## src/sta_pkg.sv

```systemverilog
// Shared types and constants for the scaled time accumulator.
// No dependencies; compiled first.
package sta_pkg;

    // Fraction bits of the Q-format speed register
    localparam int FRAC_BITS = 16;

    // Speed register value for real-time speed
    localparam logic [31:0] TIME_SCALE_RESET = 32'd1 << FRAC_BITS;

    // Saturation limits of the signed step, as magnitudes
    localparam logic [63:0] STEP_POS_MAX = 64'h0000_0000_7FFF_FFFF;
    localparam logic [63:0] STEP_NEG_MAX = 64'h0000_0000_8000_0000;

    typedef enum logic [1:0] {
        OP_UPDATE = 2'd0,
        OP_PAUSE  = 2'd1,
        OP_RESUME = 2'd2,
        OP_RESET  = 2'd3
    } op_t;

endpackage

```

## src/sta_if.sv

```systemverilog
// Request and response channel interfaces of the scaled time accumulator.
// Depends on nothing but the package order; valid/ready handshake.
interface sta_req_if;
    logic        valid;
    logic        ready;
    logic [1:0]  operation;
    logic [31:0] current_time;

    modport source (output valid, output operation, output current_time, input ready);
    modport sink   (input valid, input operation, input current_time, output ready);
endinterface

interface sta_rsp_if;
    logic        valid;
    logic        ready;
    logic [31:0] warped_time;
    logic        already_paused;
    logic        step_clamped;

    modport source (output valid, output warped_time, output already_paused,
                    output step_clamped, input ready);
    modport sink   (input valid, input warped_time, input already_paused,
                    input step_clamped, output ready);
endinterface

```

## src/scaled_time_accumulator.sv

```systemverilog
// Scaled time accumulator: warped time driven by real time at a signed speed.
// Depends on sta_pkg and the channel interfaces in sta_if.sv.
//
// Usage:
//   req carries an operation (update, pause, resume, reset) and the current
//   real time; rsp returns one result per request: the warped time after the
//   operation plus the already_paused and step_clamped flags.
//   time_scale_we / time_scale_data write the signed Q16.16 speed; write it
//   only while no request is in flight.
// Pipeline and throughput:
//   An accepted request lands in the input register; the result is computed
//   from it and the state registers and loaded into the result register
//   once that register is free. One request per cycle sustained while
//   rsp.ready stays high. The cycle path is one 32x32 multiply, a saturate
//   and a 32-bit add/subtract with floor at zero.
// Reset:
//   rst_n clears the valid bits of both pipeline registers and the state; the
//   speed returns to real time.
// Stall:
//   While rsp.ready is low the result holds, and the input register still
//   takes one more request; req.ready drops only when both are full.
module scaled_time_accumulator (
    input  logic             clk,
    input  logic             rst_n,
    input  logic             time_scale_we,
    input  logic [31:0]      time_scale_data,
    sta_req_if.sink          req,
    sta_rsp_if.source        rsp
);

    // Configuration and state
    logic [31:0] time_scale_reg;
    logic [31:0] last_real_time_reg, last_real_time_next;
    logic [31:0] relative_time_reg,  relative_time_next;
    logic [31:0] pause_mark_reg,     pause_mark_next;

    // Input register
    logic           in_valid_reg;
    sta_pkg::op_t   in_op_reg;
    logic [31:0]    in_time_reg;

    // Result register
    logic           out_valid_reg;
    logic [31:0]    out_warped_reg;
    logic           out_paused_reg;
    logic           out_clamped_reg;

    logic           fire;
    logic           out_free;

    // Step arithmetic
    logic           scale_neg;
    logic [31:0]    scale_mag;
    logic [31:0]    elapsed;
    logic [63:0]    product;
    logic [63:0]    quotient;
    logic [31:0]    step_mag;
    logic           step_neg;
    logic           paused_flag;
    logic           clamped_flag;

    // Handshake: result register frees up when empty or taken
    assign out_free  = !out_valid_reg || rsp.ready;
    assign fire      = in_valid_reg && out_free;
    assign req.ready = !in_valid_reg || out_free;

    assign rsp.valid          = out_valid_reg;
    assign rsp.warped_time    = out_warped_reg;
    assign rsp.already_paused = out_paused_reg;
    assign rsp.step_clamped   = out_clamped_reg;

    // Scaled step: magnitude of speed times elapsed, truncated and saturated
    always_comb
    begin
        scale_neg = time_scale_reg[31];
        scale_mag = scale_neg ? (~time_scale_reg + 32'd1) : time_scale_reg;
        elapsed   = in_time_reg - last_real_time_reg;
        product   = {32'd0, elapsed} * {32'd0, scale_mag};
        quotient  = product >> sta_pkg::FRAC_BITS;
        if (scale_neg && quotient > sta_pkg::STEP_NEG_MAX)
        begin
            step_mag = sta_pkg::STEP_NEG_MAX[31:0];
        end
        else if (!scale_neg && quotient > sta_pkg::STEP_POS_MAX)
        begin
            step_mag = sta_pkg::STEP_POS_MAX[31:0];
        end
        else
        begin
            step_mag = quotient[31:0];
        end
        step_neg = scale_neg && (step_mag != 32'd0);
    end

    // Operation decode and next state
    always_comb
    begin
        last_real_time_next = last_real_time_reg;
        relative_time_next  = relative_time_reg;
        pause_mark_next     = pause_mark_reg;
        paused_flag         = 1'b0;
        clamped_flag        = 1'b0;
        unique case (in_op_reg)
            sta_pkg::OP_UPDATE:
            begin
                last_real_time_next = in_time_reg;
                if (!step_neg)
                begin
                    relative_time_next = relative_time_reg + step_mag;
                end
                else if (step_mag > relative_time_reg)
                begin
                    relative_time_next = 32'd0;
                    clamped_flag       = 1'b1;
                end
                else
                begin
                    relative_time_next = relative_time_reg - step_mag;
                end
            end
            sta_pkg::OP_PAUSE:
            begin
                if (pause_mark_reg != 32'd0)
                begin
                    paused_flag = 1'b1;
                end
                else
                begin
                    pause_mark_next = in_time_reg;
                end
            end
            sta_pkg::OP_RESUME:
            begin
                if (last_real_time_reg == 32'd0)
                begin
                    last_real_time_next = in_time_reg;
                    relative_time_next  = 32'd0;
                end
                else
                begin
                    last_real_time_next = last_real_time_reg + (in_time_reg - pause_mark_reg);
                    pause_mark_next     = 32'd0;
                end
            end
            sta_pkg::OP_RESET:
            begin
                last_real_time_next = in_time_reg;
                relative_time_next  = 32'd0;
            end
            default:
            begin
                last_real_time_next = last_real_time_reg;
            end
        endcase
    end

    // Hold speed register and state
    always_ff @(posedge clk or negedge rst_n)
    begin
        if (!rst_n)
        begin
            time_scale_reg     <= sta_pkg::TIME_SCALE_RESET;
            last_real_time_reg <= 32'd0;
            relative_time_reg  <= 32'd0;
            pause_mark_reg     <= 32'd0;
        end
        else
        begin
            if (time_scale_we)
            begin
                time_scale_reg <= time_scale_data;
            end
            if (fire)
            begin
                last_real_time_reg <= last_real_time_next;
                relative_time_reg  <= relative_time_next;
                pause_mark_reg     <= pause_mark_next;
            end
        end
    end

    // Advance valid bits of the two stages
    always_ff @(posedge clk or negedge rst_n)
    begin
        if (!rst_n)
        begin
            in_valid_reg  <= 1'b0;
            out_valid_reg <= 1'b0;
        end
        else
        begin
            if (req.ready)
            begin
                in_valid_reg <= req.valid;
            end
            if (out_free)
            begin
                out_valid_reg <= fire;
            end
        end
    end

    // Capture request and result payloads
    always_ff @(posedge clk)
    begin
        if (req.valid && req.ready)
        begin
            in_op_reg   <= sta_pkg::op_t'(req.operation);
            in_time_reg <= req.current_time;
        end
        if (fire)
        begin
            out_warped_reg  <= relative_time_next;
            out_paused_reg  <= paused_flag;
            out_clamped_reg <= clamped_flag;
        end
    end

`ifndef SYNTHESIS
    // A floored step always leaves zero warped time
    a_clamp_zero: assert property (@(posedge clk) disable iff (!rst_n)
        out_valid_reg && out_clamped_reg |-> out_warped_reg == 32'd0)
        else $error("clamped result with nonzero warped time");

    // The two flags never come from the same operation
    a_flags_excl: assert property (@(posedge clk) disable iff (!rst_n)
        out_valid_reg |-> !(out_paused_reg && out_clamped_reg))
        else $error("both result flags set");

    // Reset operation zeroes warped time and reports zero
    a_reset_zero: assert property (@(posedge clk) disable iff (!rst_n)
        fire && in_op_reg == sta_pkg::OP_RESET
        |=> relative_time_reg == 32'd0 && out_warped_reg == 32'd0)
        else $error("reset operation left nonzero warped time");

    // An ignored pause leaves the pause mark alone
    a_pause_hold: assert property (@(posedge clk) disable iff (!rst_n)
        fire && in_op_reg == sta_pkg::OP_PAUSE && pause_mark_reg != 32'd0
        |=> $stable(pause_mark_reg) && out_paused_reg)
        else $error("repeated pause disturbed pause mark");

    // A stalled request stays in the input register
    a_in_hold: assert property (@(posedge clk) disable iff (!rst_n)
        in_valid_reg && !fire |=> in_valid_reg && $stable(in_time_reg))
        else $error("stalled request lost");
`endif

endmodule
```

## src/flat_wrapper.sv

```systemverilog
// flat-port wrapper written by rule: the top's interface ports become plain ports
module scaled_time_accumulator_flat 
  (clk, rst_n, time_scale_we, time_scale_data, req_valid, req_operation, req_current_time, req_ready, rsp_valid, rsp_warped_time, rsp_already_paused, rsp_step_clamped, rsp_ready);
  sta_req_if req_i ();
  sta_rsp_if rsp_i ();
  input  logic clk;
  input  logic rst_n;
  input  logic time_scale_we;
  input  logic [31:0] time_scale_data;
  input wire logic [$bits(req_i.valid)-1:0] req_valid;
  input wire logic [$bits(req_i.operation)-1:0] req_operation;
  input wire logic [$bits(req_i.current_time)-1:0] req_current_time;
  output wire logic [$bits(req_i.ready)-1:0] req_ready;
  output wire logic [$bits(rsp_i.valid)-1:0] rsp_valid;
  output wire logic [$bits(rsp_i.warped_time)-1:0] rsp_warped_time;
  output wire logic [$bits(rsp_i.already_paused)-1:0] rsp_already_paused;
  output wire logic [$bits(rsp_i.step_clamped)-1:0] rsp_step_clamped;
  input wire logic [$bits(rsp_i.ready)-1:0] rsp_ready;
  assign req_i.valid = req_valid;
  assign req_i.operation = req_operation;
  assign req_i.current_time = req_current_time;
  assign req_ready = req_i.ready;
  assign rsp_valid = rsp_i.valid;
  assign rsp_warped_time = rsp_i.warped_time;
  assign rsp_already_paused = rsp_i.already_paused;
  assign rsp_step_clamped = rsp_i.step_clamped;
  assign rsp_i.ready = rsp_ready;
  scaled_time_accumulator u_core (.clk(clk), .rst_n(rst_n), .time_scale_we(time_scale_we), .time_scale_data(time_scale_data), .req(req_i), .rsp(rsp_i));
endmodule
```

## config.mk

```make
export PLATFORM = sky130hd
export DESIGN_NAME = scaled_time_accumulator_flat
export DESIGN_NICKNAME = d
export VERILOG_FILES = /design/src/sta_pkg.sv /design/src/sta_if.sv /design/src/scaled_time_accumulator.sv /design/src/flat_wrapper.sv
export SDC_FILE = /design/constraint.sdc
export NUM_CORES = 2
export LEC_CHECK = 0
export BUFFER_PORTS_ARGS = -buffer_cell sky130_fd_sc_hd__buf_2
export CAP_MARGIN = 5
export CORE_MARGIN = 1.5
export CORE_UTILIZATION = 25
export DETAILED_ROUTE_END_ITERATION = 8
export PLACE_DENSITY = 0.37
export SLEW_MARGIN = 10
export SYNTH_ARGS = -nofsm -noshare
export SYNTH_HDL_FRONTEND = slang
export SYNTH_SLANG_ARGS = --single-unit
```

## constraint.sdc

```tcl
create_clock -name clk -period 20.5 [get_ports clk]
set_clock_uncertainty 0.05 [all_clocks]
set_input_delay 2.05 -clock clk [delete_from_list [all_inputs] [get_ports clk]]
set_output_delay 2.05 -clock clk [all_outputs]
set_load 0.01 [all_outputs]
```

== Word level (Yosys, flattened, before mapping) ==
Cells that the tools add are included.

* Output and inout bits: 36
* Bits of input ports: 71
* Logic and storage cells: 61
* Flip-flop bits (word level): 198

* $add $sub $neg: 6
* Equality and inequality tests: 5
* Muxes and demuxes: 14
* Multipliers: 1
* Reductions and logical operators: 20
* Bitwise operators: 1
* Magnitude comparators: 3

{| class="wikitable"
|+ Operators with widths
! kind !! count
|-
| $mux 32 || 9
|-
| $pmux 32 s2 || 2
|-
| $pmux 32 s3 || 1
|-
| $sub 32x32->32 || 3
|-
| $add 32x32->32 || 2
|-
| $mul 32x32->64 || 1
|-
| $reduce_bool 32->1 || 2
|-
| $gt 48x31->1 const B || 1
|-
| $gt 48x32->1 const B || 1
|-
| $add 32x1->32 const B || 1
|-
| $gt 32x32->1 || 1
|-
| $logic_not 32->1 || 1
|-
| $not 32->32 || 1
|-
| $logic_and 1x1->1 || 5
|-
| $eq 2x2->1 const B || 2
|-
| $ne 2x2->1 const B || 2
|-
| $reduce_and 2->1 || 2
|-
| $reduce_and 4->1 || 1
|-
| $reduce_bool 2->1 || 2
|-
| $logic_not 1->1 || 3
|-
| $eq 2x1->1 const B || 1
|-
| $logic_not 2->1 || 1
|-
| $logic_or 1x1->1 || 2
|-
| $mux 1 || 2
|-
| $reduce_or 2->1 || 1
|}

== Logic depth before layout (Yosys ltp) ==
* Depth in word-level cells: 12
* Gate-level depth with buffers: 69
* Gate-level depth less buffers: 65

== Least setup slack after synthesis ==
OpenSTA, ideal clock, no wires.

* Kind: flip-flop to flip-flop
* From: reg u_core.in_time_reg[0]
* To: reg u_core.out_warped_reg[29] (netlist: u_core.rsp.warped_time[29]) (data pin)
* Path buffers: 2
* Setup time: 0.254 ns
* Arrival: 15.894 ns
* Required time: 20.196 ns
* Clock period less this slack: 16.197 ns
* Cell stages (with the launch flop): 65
* Setup slack: 4.303 ns
* Cells stage by stage: edfxtp_1 -> inv_1 -> ha_1 -> fa_1 -> nor2b_1 -> o21ai_0 -> a21boi_1 -> o21ai_0 -> nand2b_1 -> a21o_1 -> a221o_1 -> o41ai_1 -> o311ai_0 -> nand3_1 -> a31oi_1 -> a211o_1 -> a21o_1 -> xor2_1 -> [... 29 more ...] -> a21oi_1 -> clkbuf_1 -> o21ai_0 -> ha_1 -> nor2b_1 -> o21ai_0 -> a21oi_1 -> o31ai_1 -> o21ai_0 -> o41a_1 -> a41oi_1 -> o311a_1 -> o41ai_1 -> a2111oi_0 -> o41ai_1 -> nor2b_1 -> mux4_2 -> a21o_1

* Word-level cells in the longest chain between the ends: 10
* Elaborated cells on any way between the ends: 16
* Those cells by class: add/sub (3); mul (1); order compare (3); mux (5); reduce/logical (4)

{| class="wikitable"
|+ RTL lines
! what !! RTL line !! RTL
|-
| from (decl) || scaled_time_accumulator.sv:40 || <nowiki>logic [31:0] in_time_reg;</nowiki>
|-
| from (signal assigned) || scaled_time_accumulator.sv:209 || <nowiki>in_time_reg <= req.current_time;</nowiki>
|-
| $sub 32x32->32 (*) || scaled_time_accumulator.sv:77 || <nowiki>elapsed = in_time_reg - last_real_time_reg;</nowiki>
|-
| $mul 32x32->64 (*) || scaled_time_accumulator.sv:78 || <nowiki>product = {32'd0, elapsed} * {32'd0, scale_mag};</nowiki>
|-
| $gt 48x31->1 || scaled_time_accumulator.sv:84 || <nowiki>else if (!scale_neg && quotient > sta_pkg::STEP_POS_MAX)</nowiki>
|-
| $logic_and 1x1->1 || scaled_time_accumulator.sv:84 ||
|-
| $mux 32 || scaled_time_accumulator.sv:84 ||
|-
| $mux 32 (*) || scaled_time_accumulator.sv:80 || <nowiki>if (scale_neg && quotient > sta_pkg::STEP_NEG_MAX)</nowiki>
|-
| $sub 32x32->32, or another cell as far along || scaled_time_accumulator.sv:118 || <nowiki>relative_time_next = relative_time_reg - step_mag;</nowiki>
|-
| $mux 32 or $logic_and 1x1->1 (tied branches) || scaled_time_accumulator.sv:111, scaled_time_accumulator.sv:92 ||
|-
| $mux 32 (*) || scaled_time_accumulator.sv:107 || <nowiki>if (!step_neg)</nowiki>
|-
| $pmux 32 s3 (*) || scaled_time_accumulator.sv:103 || <nowiki>unique case (in_op_reg)</nowiki>
|-
| via u_core.relative_time_next[29] || scaled_time_accumulator.sv:34 || <nowiki>logic [31:0] relative_time_reg, relative_time_next;</nowiki>
|-
| to (signal assigned) || scaled_time_accumulator.sv:213 || <nowiki>out_warped_reg <= relative_time_next;</nowiki>
|-
| to (decl) || scaled_time_accumulator.sv:44 || <nowiki>logic [31:0] out_warped_reg;</nowiki>
|}

The timed path passes the listed nets; every way through them passes the cells marked *.
A chain may end at the register's enable or synchronous reset.

== Worst setup path in the final report ==
Same ends and word-level chain as after synthesis.

==> flow_summary.yaml <==
critical_path:
  cp-end-kind: "flop"
  arrival_ps: 19240
  cp.required_ps: 20770
  setup.worst_path.start_class: "flop"
  cp_slowest_stage_delay_ps: 860
  worstPathMaxFanout: 21
  crit_slowest_cell: "xor2_2"
  r2r_setup_slack_ps: 1530
  r2r_cells: 59
  reg2reg_to: "u_core.rsp.warped_time[29]$_DFFE_PP_"
  r2r-start: "u_core.in_time_reg[0]$_DFFE_PP_"
  path_class: "flop to flop"
  cpMostUsedCell: "fa_1"
cts:
  cts_setup_buffers: 0
  clk_latency_ps: 550
  cts_tree: "done"
  cts_buffers: 17
  clk_transition_reported_paths_ps: 90
  h-tree-depth: 4
  ctsResizeCount: 0
  clock-sinks: 198
  ctsLongestPathBuffers: 2
  ctsHoldBuffers: 0
  cts_root_buf: "clkbuf_16"
logic_synthesis:
  synth-xor-area-share_pct: 3.20
  synth_edf_count: 68
  yosysMostFrequentCell: "inv_1"
  yosysWarnings: 0
  syn_avg_cell_area_sq_um: 8.62
  yosysTopAreaCell: "fa_1"
  async_flop_share_pct: 65.7
  netlist_area_sq_um: 48900
  yosys.area_share.simple_pct: 15.3
  synth_area_leaders: "fa_1 38%, ha_1 10%, inv_1 8.9%, dfrtp_1 6.6%, nand2_1 5.8%"
  ys.flop_type: "dfrtp_1"
  synth_top_family_by_area: "adder cells"
  seq_area_frac_synth_pct: 10.8
  synthCells: 5674
  synth-adder-area-share_pct: 48.1
  synth.net_count: 7067
  synth_common_cells: "1159 x inv_1, 929 x fa_1, 757 x nand2_1"
  muxShareOfSynthArea_pct: 1.60
  synth_compound_area_share_pct: 10.1
  ys_seq_elements: 198
  synth.distinct_cells: 94
  synth_top_area_share_pct: 38.0
global_route:
  grt.overflow.total: 0
  grt_pass1_wl_um: 285000
  grt_max_degree: 65
  grt_use_total_pct: 19.6
  antenna_found_initial: 18
  grt_pass1_vias: 41588
placement:
  hpwl_um: 156000
  finalWeightedCongestion: 0.862
  dpl_cell_area_sq_um: 53500
  port-buffer-count: 106
layout:
  syn2layout_area_growth_pct: 10.6
  drive_gt1_share_pct: 7.48
  fin_nets: 7060
  stdcell_area_sq_um: 54100
  fin_util_pct: 27.8
min_path:
  whs_endpoint: "u_core.rsp.valid$_DFFE_PN0P_"
  whs_path_depth: 1
  hp-class: "flop to flop"
  hold_start: "u_core.in_valid_reg$_DFFE_PN0N_"
route:
  ant_nets: 0
  dr_total_vias: 38874
  wl_per_cell_um: 23.1
  drt_iter0_drc: 2287
  drc: 0
  dr.pass1.iters: 5
  via_per_inst: 4.68
  wl_um: 192000
floorplanning:
  initial_utilization_pct: 25.1
  die_width_um: 445
  core_area_sq_um: 195000
  io_pins: 107
  dieArea_sq_um: 198000
  num_rows: 162
  die_y_um: 445
run:
  maxCapViolCount: 0
sta:
  final.setup.tns_ps: 0
  period_needed_ps: 18970
  rsz0062_at_grt: "false"
  fmax_mhz: 52.7
  setup_violations: 0
  maxSlewHeadroom_pct: 10.6
  finalHoldViolCount: 0
  worst_slew_pin_slew_ps: 1340
  drv_slew: 0
  period_share_pct: 92.5
run_status:
  status: "completed"
## placed cells by master (no fill, tap or decap), types with 23 or more instances in the layout
cell,n
buf_4,129
a21o_1,76
mux2_2,36
buf_2,105
nand2_1,756
nor2b_1,37
nor3_1,62
and3_1,31
ha_1,393
o31ai_1,44
o21ai_1,26
nor4_1,32
xnor2_1,66
dfrtp_1,129
a211oi_1,34
mux2i_1,31
inv_1,1159
o21ai_0,146
nand3_1,44
a31oi_1,26
xor2_1,47
xnor2_2,23
and2_1,26
edfxtp_1,68
fa_1,929
xor2_2,24
nor2_1,590
nand2b_1,64
a21oi_1,168
## kinds of logic after synthesis
| family | after synthesis |
|---|---|
| fa+ha+maj | 1322 |
| xor+xnor | 179 |
| buf+inv | 1420 |
| mux | 71 |
| simple gates | 1742 |
| compound gates | 742 |
| flops | 198 |
## stage by stage
step | instances | hold slack (ps) | worst slack (ps)
after floorplan | 5674 | 413 | 4300
after global placement | 8272 | 449 | 1700
after detailed placement | 8272 | 439 | 1740
after CTS | 8304 | 462 | 1690
after global routing | 8304 | 502 | 99.9
final | 8307 | 457 | 1530
## cell type report
class	instances	area [sq um]
Fill cell	21117	141000
Multi-Input combinational cell	4056	39100
Sequential cell	198	5300
Inverter	1159	4350
Tap cell	2624	3280
Timing Repair Buffer	235	1510
Clock buffer	17	425
Clock inverter	15	171
Antenna cell	3	7.51
## worst max path at each step
stage | depth (start not counted) | start | end | slack, ps
6_report | 59 | u_core.in_time_reg[0]$_DFFE_PP_ | u_core.rsp.warped_time[29]$_DFFE_PP_ | 1530
5_1_grt | 59 | u_core.in_time_reg[0]$_DFFE_PP_ | u_core.rsp.warped_time[29]$_DFFE_PP_ | 100
4_1_cts | 59 | u_core.in_time_reg[0]$_DFFE_PP_ | u_core.rsp.warped_time[29]$_DFFE_PP_ | 1690
3_5_place_dp | 59 | u_core.in_time_reg[0]$_DFFE_PP_ | u_core.rsp.warped_time[29]$_DFFE_PP_ | 1740
3_3_place_gp | 58 | u_core.last_real_time_reg[1]$_DFFE_PN0P_ | u_core.rsp.warped_time[29]$_DFFE_PP_ | 1700
2_1_floorplan | 64 | u_core.in_time_reg[0]$_DFFE_PP_ | u_core.rsp.warped_time[29]$_DFFE_PP_ | 4300
## metal layers
layer | vias up | GRT usage [%] | part of all wire, %
li1 | 17602 | - | -
met2 | 819 | 34.6 | 50
met4 | 0 | 4.12 | 2.0
met3 | 105 | 1.47 | 3.4
met5 | - | 0 | 0
met1 | 20348 | 26.2 | 44
## worst max-delay path: cells and delay by family, from the launching register on
| kind | cells | cell delay, ps |
|---|---|---|
| compound gates | 30 | 8930 |
| xor+xnor | 2 | 980 |
| fa+ha+maj | 12 | 5240 |
| buf+inv | 5 | 770 |
| flops | 1 | 430 |
| mux | 1 | 450 |
| simple gates | 9 | 1830 |
Power is not shown: default switching activity piles up to over one toggle a cycle in this logic, so the estimate is an artifact.
